--- config.mk ---
export PLATFORM = sky130hd
export DESIGN_NAME = sync_type_len_checksum_frame_parser
export DESIGN_NICKNAME = d
export VERILOG_FILES = /design/src/rtl/stlcfp_pkg.sv /design/src/rtl/stlcfp_parser.sv /design/src/rtl/stlcfp_cache.sv /design/src/rtl/sync_type_len_checksum_frame_parser.sv
export VERILOG_INCLUDE_DIRS = /design/src /design/src/rtl
export SDC_FILE = /design/constraint.sdc
export NUM_CORES = 1
export LEC_CHECK = 0
export BUFFER_PORTS_ARGS = -buffer_cell sky130_fd_sc_hd__buf_2
export CAP_MARGIN = 20
export CORE_AREA = 10 10 197 199
export DETAILED_ROUTE_END_ITERATION = 12
export DIE_AREA = 0 0 207 209
export MAX_ROUTING_LAYER = met4
export SYNTH_ARGS = -nofsm -noshare
export SYNTH_HDL_FRONTEND = slang
export SYNTH_HIERARCHICAL = 1
export SYNTH_SLANG_ARGS = --single-unit
--- constraint.sdc ---
create_clock -name clk -period 13.62 [get_ports clk]
set_input_delay 2.724 -clock clk [delete_from_list [all_inputs] [get_ports clk]]
set_output_delay 2.724 -clock clk [all_outputs]
set_load 0.01 [all_outputs]
--- src/rtl/sync_type_len_checksum_frame_parser_macros.svh ---
// ----------------------------------------------------------------------------
// Assertion macros
// Shared concurrent assertion forms, clocked on clk and held off in reset.
// ----------------------------------------------------------------------------
`ifndef SYNC_TYPE_LEN_CHECKSUM_FRAME_PARSER_MACROS_SVH
`define SYNC_TYPE_LEN_CHECKSUM_FRAME_PARSER_MACROS_SVH

// same-cycle implication
`define STLCFP_ASSERT_NOW(lbl, ante, cons, msg) \
  lbl: assert property (@(posedge clk) disable iff (!rst_n) (ante) |-> (cons)) \
    else $error(msg);

// next-cycle implication
`define STLCFP_ASSERT_NEXT(lbl, ante, cons, msg) \
  lbl: assert property (@(posedge clk) disable iff (!rst_n) (ante) |=> (cons)) \
    else $error(msg);

`endif

--- src/rtl/stlcfp_pkg.sv ---
// ----------------------------------------------------------------------------
// stlcfp_pkg
// Shared constants, codes and types of the frame parser.
// ----------------------------------------------------------------------------
package stlcfp_pkg;

  localparam int MaxPayload = 16;
  localparam int CountW     = 16;
  localparam int HandMinLen = 9;
  localparam int StoreBytes = HandMinLen;
  localparam int LenW       = $clog2(MaxPayload + 1);
  localparam int TdataW     = 136;

  localparam logic [7:0] SyncA       = 8'hAA;
  localparam logic [7:0] SyncB       = 8'h55;
  localparam logic [7:0] TypeHand    = 8'h01;
  localparam logic [7:0] TypeSwipe   = 8'h02;
  localparam logic [7:0] TypeGesture = 8'h03;
  localparam logic [7:0] NoGesture   = 8'hFF;
  localparam logic [7:0] SwipeLeft   = 8'h01;
  localparam logic [7:0] SwipeRight  = 8'h02;

  localparam logic [1:0] KindByte  = 2'd0;
  localparam logic [1:0] KindTake  = 2'd1;
  localparam logic [1:0] KindClear = 2'd2;

  localparam logic [1:0] StatNone = 2'd0;
  localparam logic [1:0] StatGood = 2'd1;
  localparam logic [1:0] StatBad  = 2'd2;

  localparam logic [1:0] TakenNone  = 2'd0;
  localparam logic [1:0] TakenLeft  = 2'd1;
  localparam logic [1:0] TakenRight = 2'd2;

  typedef struct packed {
    logic                          good;
    logic                          bad;
    logic [7:0]                    kind;
    logic [LenW-1:0]               len;
    logic [StoreBytes-1:0][7:0]    data;
  } frame_evt_t;

  typedef struct packed {
    logic [1:0]  frame_status;
    logic        hand_seen;
    logic [15:0] hand_x;
    logic [15:0] hand_y;
    logic [15:0] hand_w;
    logic [15:0] hand_h;
    logic [7:0]  gesture_code;
    logic [7:0]  gesture_confidence;
    logic [1:0]  swipe_taken;
    logic [15:0] good_frames;
    logic [15:0] bad_frames;
    logic [15:0] swipe_frames;
  } res_t;

endpackage

--- src/rtl/stlcfp_parser.sv ---
// ----------------------------------------------------------------------------
// stlcfp_parser
// Sync hunt, header capture, payload store and running sum check.
// ----------------------------------------------------------------------------
`include "sync_type_len_checksum_frame_parser_macros.svh"

module stlcfp_parser (
  input  logic                    clk,
  input  logic                    rst_n,
  input  logic                    step,
  input  logic [7:0]              rx_byte,
  output stlcfp_pkg::frame_evt_t  evt
);
  import stlcfp_pkg::*;

  localparam logic [2:0] PhSync1 = 3'd0;
  localparam logic [2:0] PhSync2 = 3'd1;
  localparam logic [2:0] PhType  = 3'd2;
  localparam logic [2:0] PhLen   = 3'd3;
  localparam logic [2:0] PhData  = 3'd4;
  localparam logic [2:0] PhCheck = 3'd5;

  logic [2:0]                 phase_r, phase_nxt;
  logic [7:0]                 kind_r, kind_nxt;
  logic [LenW-1:0]            len_r, len_nxt;
  logic [LenW-1:0]            idx_r, idx_nxt;
  logic [7:0]                 sum_r, sum_nxt;
  logic [StoreBytes-1:0][7:0] store_r;
  logic                       store_we;
  logic                       chk_ok;

  assign chk_ok = (sum_r == rx_byte);

  always_comb begin
    phase_nxt = phase_r;
    kind_nxt  = kind_r;
    len_nxt   = len_r;
    idx_nxt   = idx_r;
    sum_nxt   = sum_r;
    store_we  = 1'b0;
    unique case (phase_r)
      PhSync1: begin
        if (rx_byte == SyncA) phase_nxt = PhSync2;
      end
      PhSync2: begin
        if (rx_byte == SyncB) phase_nxt = PhType;
        else if (rx_byte != SyncA) phase_nxt = PhSync1;
      end
      PhType: begin
        kind_nxt  = rx_byte;
        phase_nxt = PhLen;
      end
      PhLen: begin
        len_nxt = LenW'(rx_byte);
        idx_nxt = '0;
        sum_nxt = kind_r;
        if (rx_byte > 8'(MaxPayload)) phase_nxt = PhSync1;
        else if (rx_byte == 8'd0) phase_nxt = PhCheck;
        else phase_nxt = PhData;
      end
      PhData: begin
        store_we = 1'b1;
        idx_nxt  = idx_r + LenW'(1);
        sum_nxt  = sum_r + rx_byte;
        if (idx_nxt >= len_r) phase_nxt = PhCheck;
      end
      PhCheck: begin
        phase_nxt = PhSync1;
      end
      default: begin
        phase_nxt = PhSync1;
      end
    endcase
  end

  always_ff @(posedge clk) begin
    if (!rst_n) begin
      phase_r <= PhSync1;
      kind_r  <= '0;
      len_r   <= '0;
      idx_r   <= '0;
      sum_r   <= '0;
    end else if (step) begin
      phase_r <= phase_nxt;
      kind_r  <= kind_nxt;
      len_r   <= len_nxt;
      idx_r   <= idx_nxt;
      sum_r   <= sum_nxt;
    end
  end

  always_ff @(posedge clk) begin
    for (int k = 0; k < StoreBytes; k++) begin
      if (step && store_we && idx_r == LenW'(k)) store_r[k] <= rx_byte;
    end
  end

  always_comb begin
    evt.good = step && (phase_r == PhCheck) && chk_ok;
    evt.bad  = step && (phase_r == PhCheck) && !chk_ok;
    evt.kind = kind_r;
    evt.len  = len_r;
    evt.data = store_r;
  end

  `STLCFP_ASSERT_NEXT(a_check_resyncs, step && phase_r == PhCheck, phase_r == PhSync1,
    "phase did not return to sync hunt after check byte")
  `STLCFP_ASSERT_NOW(a_data_in_range, phase_r == PhData,
    len_r != '0 && idx_r < len_r && len_r <= LenW'(MaxPayload),
    "payload index or length out of range")

endmodule

--- src/rtl/stlcfp_cache.sv ---
// ----------------------------------------------------------------------------
// stlcfp_cache
// Cached hand, gesture and swipe fields, frame counters, swipe take/clear.
// ----------------------------------------------------------------------------
`include "sync_type_len_checksum_frame_parser_macros.svh"

module stlcfp_cache (
  input  logic                    clk,
  input  logic                    rst_n,
  input  logic                    step,
  input  logic [1:0]              kind,
  input  stlcfp_pkg::frame_evt_t  evt,
  output stlcfp_pkg::res_t        res
);
  import stlcfp_pkg::*;

  logic              present_r, present_nxt;
  logic [3:0][15:0]  box_r, box_nxt;
  logic [7:0]        gest_r, gest_nxt;
  logic [7:0]        conf_r, conf_nxt;
  logic [1:0]        flags_r, flags_nxt;
  logic [CountW-1:0] good_r, good_nxt;
  logic [CountW-1:0] bad_r, bad_nxt;
  logic [CountW-1:0] swp_r, swp_nxt;
  logic [1:0]        taken;

  always_comb begin
    present_nxt = present_r;
    box_nxt     = box_r;
    gest_nxt    = gest_r;
    conf_nxt    = conf_r;
    flags_nxt   = flags_r;
    good_nxt    = good_r;
    bad_nxt     = bad_r;
    swp_nxt     = swp_r;
    taken       = TakenNone;
    if (evt.bad) bad_nxt = bad_r + CountW'(1);
    if (evt.good) begin
      good_nxt = good_r + CountW'(1);
      if (evt.kind == TypeHand && evt.len >= LenW'(HandMinLen)) begin
        present_nxt = evt.data[0][0];
        for (int k = 0; k < 4; k++) begin
          box_nxt[k] = {evt.data[2 + 2 * k], evt.data[1 + 2 * k]};
        end
      end else if (evt.kind == TypeSwipe && evt.len != '0) begin
        if (evt.data[0] == SwipeLeft) flags_nxt[0] = 1'b1;
        else if (evt.data[0] == SwipeRight) flags_nxt[1] = 1'b1;
        swp_nxt = swp_r + CountW'(1);
      end else if (evt.kind == TypeGesture && evt.len >= LenW'(2)) begin
        gest_nxt = evt.data[0];
        conf_nxt = evt.data[1];
      end
    end
    unique case (kind)
      KindTake: begin
        if (flags_r[0]) begin
          flags_nxt[0] = 1'b0;
          taken        = TakenLeft;
        end else if (flags_r[1]) begin
          flags_nxt[1] = 1'b0;
          taken        = TakenRight;
        end
      end
      KindClear: begin
        flags_nxt = 2'b00;
      end
      default: begin
      end
    endcase
  end

  always_ff @(posedge clk) begin
    if (!rst_n) begin
      present_r <= 1'b0;
      box_r     <= '0;
      gest_r    <= NoGesture;
      conf_r    <= '0;
      flags_r   <= '0;
      good_r    <= '0;
      bad_r     <= '0;
      swp_r     <= '0;
    end else if (step) begin
      present_r <= present_nxt;
      box_r     <= box_nxt;
      gest_r    <= gest_nxt;
      conf_r    <= conf_nxt;
      flags_r   <= flags_nxt;
      good_r    <= good_nxt;
      bad_r     <= bad_nxt;
      swp_r     <= swp_nxt;
    end
  end

  always_comb begin
    res.frame_status       = evt.good ? StatGood : (evt.bad ? StatBad : StatNone);
    res.hand_seen          = present_nxt;
    res.hand_x             = box_nxt[0];
    res.hand_y             = box_nxt[1];
    res.hand_w             = box_nxt[2];
    res.hand_h             = box_nxt[3];
    res.gesture_code       = gest_nxt;
    res.gesture_confidence = conf_nxt;
    res.swipe_taken        = step ? taken : TakenNone;
    res.good_frames        = 16'(good_nxt);
    res.bad_frames         = 16'(bad_nxt);
    res.swipe_frames       = 16'(swp_nxt);
  end

  `STLCFP_ASSERT_NEXT(a_good_counts, evt.good, good_r == $past(good_r) + CountW'(1),
    "good frame counter did not advance")
  `STLCFP_ASSERT_NEXT(a_take_clears, step && kind == KindTake && flags_r != 2'b00,
    $countones(flags_r) == $countones($past(flags_r)) - 1,
    "taking a swipe did not clear exactly one flag")

endmodule

--- src/rtl/sync_type_len_checksum_frame_parser.sv ---
// ----------------------------------------------------------------------------
// sync_type_len_checksum_frame_parser
// Byte-stream frame parser with cached hand, gesture and swipe fields.
// ----------------------------------------------------------------------------
// Accepts one item per clock and returns exactly one result item per input
// item, in order. An item is captured in an input register, passes the
// parser and field cache, and lands in the output register. The single
// pass through the phase, sum and cache update sets the rate of one item
// per cycle; a stalled output holds the pipeline.
module sync_type_len_checksum_frame_parser (
  input  logic                            clk,
  input  logic                            rst_n,
  input  logic                            in_tvalid,
  output logic                            in_tready,
  input  logic [7:0]                      in_tdata,  // [7:0] rx_byte
  input  logic [1:0]                      in_tuser,  // [1:0] kind
  output logic                            out_tvalid,
  input  logic                            out_tready,
  // [1:0] frame_status, [2] hand_seen, [18:3] hand_x, [34:19] hand_y,
  // [50:35] hand_w, [66:51] hand_h, [74:67] gesture_code,
  // [82:75] gesture_confidence, [84:83] swipe_taken, [100:85] good_frames,
  // [116:101] bad_frames, [132:117] swipe_frames, [135:133] zero
  output logic [stlcfp_pkg::TdataW-1:0]   out_tdata
);
  import stlcfp_pkg::*;

  logic       s1_valid_r;
  logic [1:0] s1_kind_r;
  logic [7:0] s1_byte_r;
  logic       adv;
  logic       out_valid_r;
  res_t       res;
  res_t       res_r;
  frame_evt_t evt;

  assign adv       = s1_valid_r && (!out_valid_r || out_tready);
  assign in_tready = !s1_valid_r || adv;

  always_ff @(posedge clk) begin
    if (!rst_n) begin
      s1_valid_r <= 1'b0;
    end else if (in_tready) begin
      s1_valid_r <= in_tvalid;
    end
  end

  always_ff @(posedge clk) begin
    if (in_tready && in_tvalid) begin
      s1_kind_r <= in_tuser;
      s1_byte_r <= in_tdata;
    end
  end

  stlcfp_parser u_parser (
    .clk     (clk),
    .rst_n   (rst_n),
    .step    (adv && s1_kind_r == KindByte),
    .rx_byte (s1_byte_r),
    .evt     (evt)
  );

  stlcfp_cache u_cache (
    .clk   (clk),
    .rst_n (rst_n),
    .step  (adv),
    .kind  (s1_kind_r),
    .evt   (evt),
    .res   (res)
  );

  always_ff @(posedge clk) begin
    if (!rst_n) begin
      out_valid_r <= 1'b0;
    end else if (adv) begin
      out_valid_r <= 1'b1;
    end else if (out_tready) begin
      out_valid_r <= 1'b0;
    end
  end

  always_ff @(posedge clk) begin
    if (adv) res_r <= res;
  end

  assign out_tvalid = out_valid_r;
  assign out_tdata  = {3'b000, res_r.swipe_frames, res_r.bad_frames, res_r.good_frames,
                       res_r.swipe_taken, res_r.gesture_confidence, res_r.gesture_code,
                       res_r.hand_h, res_r.hand_w, res_r.hand_y, res_r.hand_x,
                       res_r.hand_seen, res_r.frame_status};

endmodule
==> summary.txt <==
Layout
  • Area growth, synth to finish: 15.9%
  • Non-filler cells in the finished layout: 1934
  • FILL cells: around 3100
  • Most frequent cells in the layout: 215 x sky130_fd_sc_hd__edfxtp_1, 212 x sky130_fd_sc_hd__nand2_1, 162 x sky130_fd_sc_hd__dfxtp_1, 148 x sky130_fd_sc_hd__buf_2, 113 x sky130_fd_sc_hd__nor2_1
  • Number of nets in the final layout: roughly 1500
  • Post-route design area: 17900 um^2
  • Most common cell after layout, fill and taps aside: sky130_fd_sc_hd__edfxtp_1
  • Share of cells above drive strength 1: 22.2%

Placement
  • Number of port buffers: roughly 150
  • Post-placement cell area: 16500 um^2
  • Half-perimeter wire length after placement: around 21 mm
  • Total instance count after detailed placement: 1857
  • Worst-case setup slack after placement: about 7.6 ns
  • Global placer's final weighted congestion: about 0.83

Synthesis
  • Sequential-to-total area share from yosys stat: a little over three fifths
  • Total standard cell area after synthesis: between 15000 and 20000 um^2
  • Most used flip-flop cell after synthesis: sky130_fd_sc_hd__edfxtp_1
  • Share of flip-flops with an asynchronous set or reset after synthesis: 0%
  • Post-synthesis area per instance: 11.9 um^2
  • Distinct cells, synth: 69
  • Number of enable-type register cells in the synthesized netlist: 215
  • Synth Instances: 1300
  • Number of storage elements in the synthesis netlist: approximately 380
  • Number of warning messages in the yosys log: 6

Detailed routing
  • Overall routed net length: about 34 mm
  • Number of optimization iterations in the first detailed-route pass: 5
  • Drt wl/cell: roughly 18 um
  • Number of DRC violations after detailed routing: 0
  • Ratio of routed vias to standard cells: ~5.2
  • Total number of vias: about 10000
  • Routed Antenna Nets: 0
  • Number of DRC markers after the initial detailed-route iteration: between 600 and 700

Die
  • Placement Rows: roughly 70
  • Initial core utilization: between 40 and 50%
  • Die Height: 209 um
  • Count of pins on the block boundary: 152
  • Core footprint: approximately 35000 um^2
  • Floorplan die area: around 43000 um^2
  • Horiz. Die Dim: between 200 and 250 um

Flow run
  • Count of maximum capacitance violations: 0

STA
  • Final count of negative-setup-slack endpoints: 0
  • Hold violation count in the final report: 0
  • Post-layout minimum cycle time: 5.99 ns
  • Max_slew headroom: 29.4%
  • Max Clock Freq: around 0.17 GHz
  • Setup repair after global routing missed its margin: no
  • Max-slew violation count: 0
  • Post-layout worst setup margin: between 7 and 8 ns
  • Share of the clock period used by the worst path: between 40% and 50%
  • Final total negative setup slack: 0 ns
  • Worst Max-Slew Pin Slew: roughly 1.1 ns
  • Final Skew: ~0.019 ns

Worst setup path
  • CP max stage cell: sky130_fd_sc_hd__nor2b_4
  • Register-to-register setup slack: slightly below 10 ns
  • Worst path max stage delay: 0.21 ns
  • Worst endpoint required time: 10.90 ns
  • Category of the worst setup path capture point: output port
  • Cell depth of the worst flop-to-flop path: 8
  • R2R Path End: u_cache/gest_r[4]
  • Buffers and inverters on the worst path: 2
  • Maximum fanout count along the critical path: 6
  • Start-to-end type of the worst setup path: input port to output port
  • Cell mode on critical path: sky130_fd_sc_hd__buf_2
  • Top cell family by delay on the critical path: simple AND/OR/NAND/NOR gates
  • Crit path cell chain: buf_2, nor2b_4, nand2_1, buf_2
  • Critical path arrival: 3.26 ns
  • CP startpoint kind: input port
  • Worst flop-to-flop path startpoint: s1_byte_r[5]

Power
  • Worst VDD drop: 0.0865 mV
  • Leakage power figure: between 0.006 and 0.007 uW
  • Power density over cell area: 135 nW/um^2

CTS
  • Post-CTS Hold Fix Bufs: 0
  • Latest clock arrival within the worst-skew pair: 0.54 ns
  • H-tree Lvls: 2
  • Post CTS Setup Buffer Count: 0
  • Number of gates given a new drive strength after cts: 0
  • Worst-path clk slew: approximately 0.06 ns
  • Clock root cell: sky130_fd_sc_hd__clkbuf_16
  • TritonCTS Buffers: 40
  • Clock tree buffer depth: 3
  • Clock tree from TritonCTS: yes
  • Sink count of the clock tree: about 380

Global route
  • Antenna violations before repair: 2
  • Largest net degree at the start of global routing: between 150 and 200
  • Number of global-route vias before repair: just under 10000
  • Total routing resource utilization after global routing: ~16%
  • Wire length of the first global-routing pass: approximately 54 mm
  • Total overflow reported by the global router: 0

Status
  • Result of the run: completed

Worst hold path
  • Hold Crit Depth: 2
  • Hold Path Origin: u_cache/box_r[53]
  • Hold endpoint: u_cache/box_r[53]
  • Type of the worst min-delay path: flop to flop
sequential cells by signal, indices dropped and copies added, names as in the netlist, 16 cells and up:
register / flops
out_tdata: 133
u_cache/box_r: 64
u_parser/evt: 72
u_cache/swp_r: 16
u_cache/bad_r: 16
u_cache/good_r: 16
where the power goes:
group	total, uW	internal, uW	switching (uW)
clock network	1120	676	439
logic	71.7	21.2	50.6
registers	1230	1220	9.41
total	2420	1920	499
metal layers:
metal / vias to the layer above / track usage, % / wire, um
met5: - / - / 0
met4: 0 / 3.73 / 587
met3: 49 / 3.40 / 1700
met2: 237 / 24.2 / 16000
met1: 4867 / 21.0 / 16000
li1: 4878 / - / -
cell type report:
cell class	count	area, um^2	share of cell area (%)
timing repair buffer	162	858	4.79
inverter	19	72.6	0.405
clock inverter	20	228	1.27
sequential	377	9700	54.1
clock buffer	54	1130	6.29
multi-input combinational	839	5350	29.9
antenna	2	5.00	0.0279
tap	461	577	3.22
worst register-to-register path: cells and delay by family (launching register included):
kind	cells	cell delay, ns
DFF	1	0.90
adders and majority gates	1	0.46
and+or+nand+nor	6	1.96
muxes	1	0.29
kinds of logic (layout without fill, tap and decap cells):
kind of cell / after synthesis / in the layout / share of synthesized area, %
other: 1 / 5 / 0.0243
XOR/XNOR: 83 / 83 / 4.70
adder cells (fa/ha/maj): 21 / 21 / 1.75
AND/OR/NAND/NOR: 477 / 477 / 14.6
AO/OA/AOI/OAI: 140 / 140 / 5.25
flip-flops: 377 / 377 / 62.8
buffers and inverters: 86 / 255 / 2.81
multiplexers: 115 / 115 / 8.12
through the flow:
step                util [%]  hold slack [ns]  total power [uW]
floorplan                  -            0.428              1290
global placement        47.2            0.434              1330
detailed placement      47.2            0.440              1330
CTS                     51.1            0.448              2450
global route            51.1            0.466              2510
finish                  51.1            0.445              2420
synthesized netlist by cell type (12+ instances only):
cell type / number / area, um^2
sky130_fd_sc_hd__edfxtp_1: 215 / 6460
sky130_fd_sc_hd__nand2_1: 213 / 800
sky130_fd_sc_hd__dfxtp_1: 162 / 3240
sky130_fd_sc_hd__nor2_1: 113 / 424
sky130_fd_sc_hd__a21oi_1: 95 / 475
sky130_fd_sc_hd__mux2_2: 83 / 935
sky130_fd_sc_hd__xor2_1: 44 / 385
sky130_fd_sc_hd__xnor2_1: 39 / 342
sky130_fd_sc_hd__mux2i_1: 32 / 320
sky130_fd_sc_hd__clkbuf_1: 28 / 105
sky130_fd_sc_hd__nand3_1: 25 / 125
sky130_fd_sc_hd__ha_1: 20 / 250
sky130_fd_sc_hd__nand4_1: 20 / 125
sky130_fd_sc_hd__inv_1: 19 / 71.3
sky130_fd_sc_hd__buf_2: 17 / 85.1
sky130_fd_sc_hd__nor4_1: 15 / 93.8
sky130_fd_sc_hd__nor3_1: 13 / 65.1
sky130_fd_sc_hd__or3_1: 13 / 81.3
sky130_fd_sc_hd__buf_4: 12 / 90.1
sky130_fd_sc_hd__nand2b_1: 12 / 75.1
worst max path at each step:
stage	startpoint	slack, ns	end	depth (start not counted)
after floorplan	out_tready	5.46	u_cache/swp_r[11]	8
after global placement	out_tready	7.65	in_tready	4
after detailed placement	out_tready	7.65	in_tready	4
after CTS	out_tready	7.64	in_tready	4
after global routing	out_tready	7.60	in_tready	4
final	out_tready	7.63	in_tready	4
Note: power is estimated with default switching activity, not from simulation.
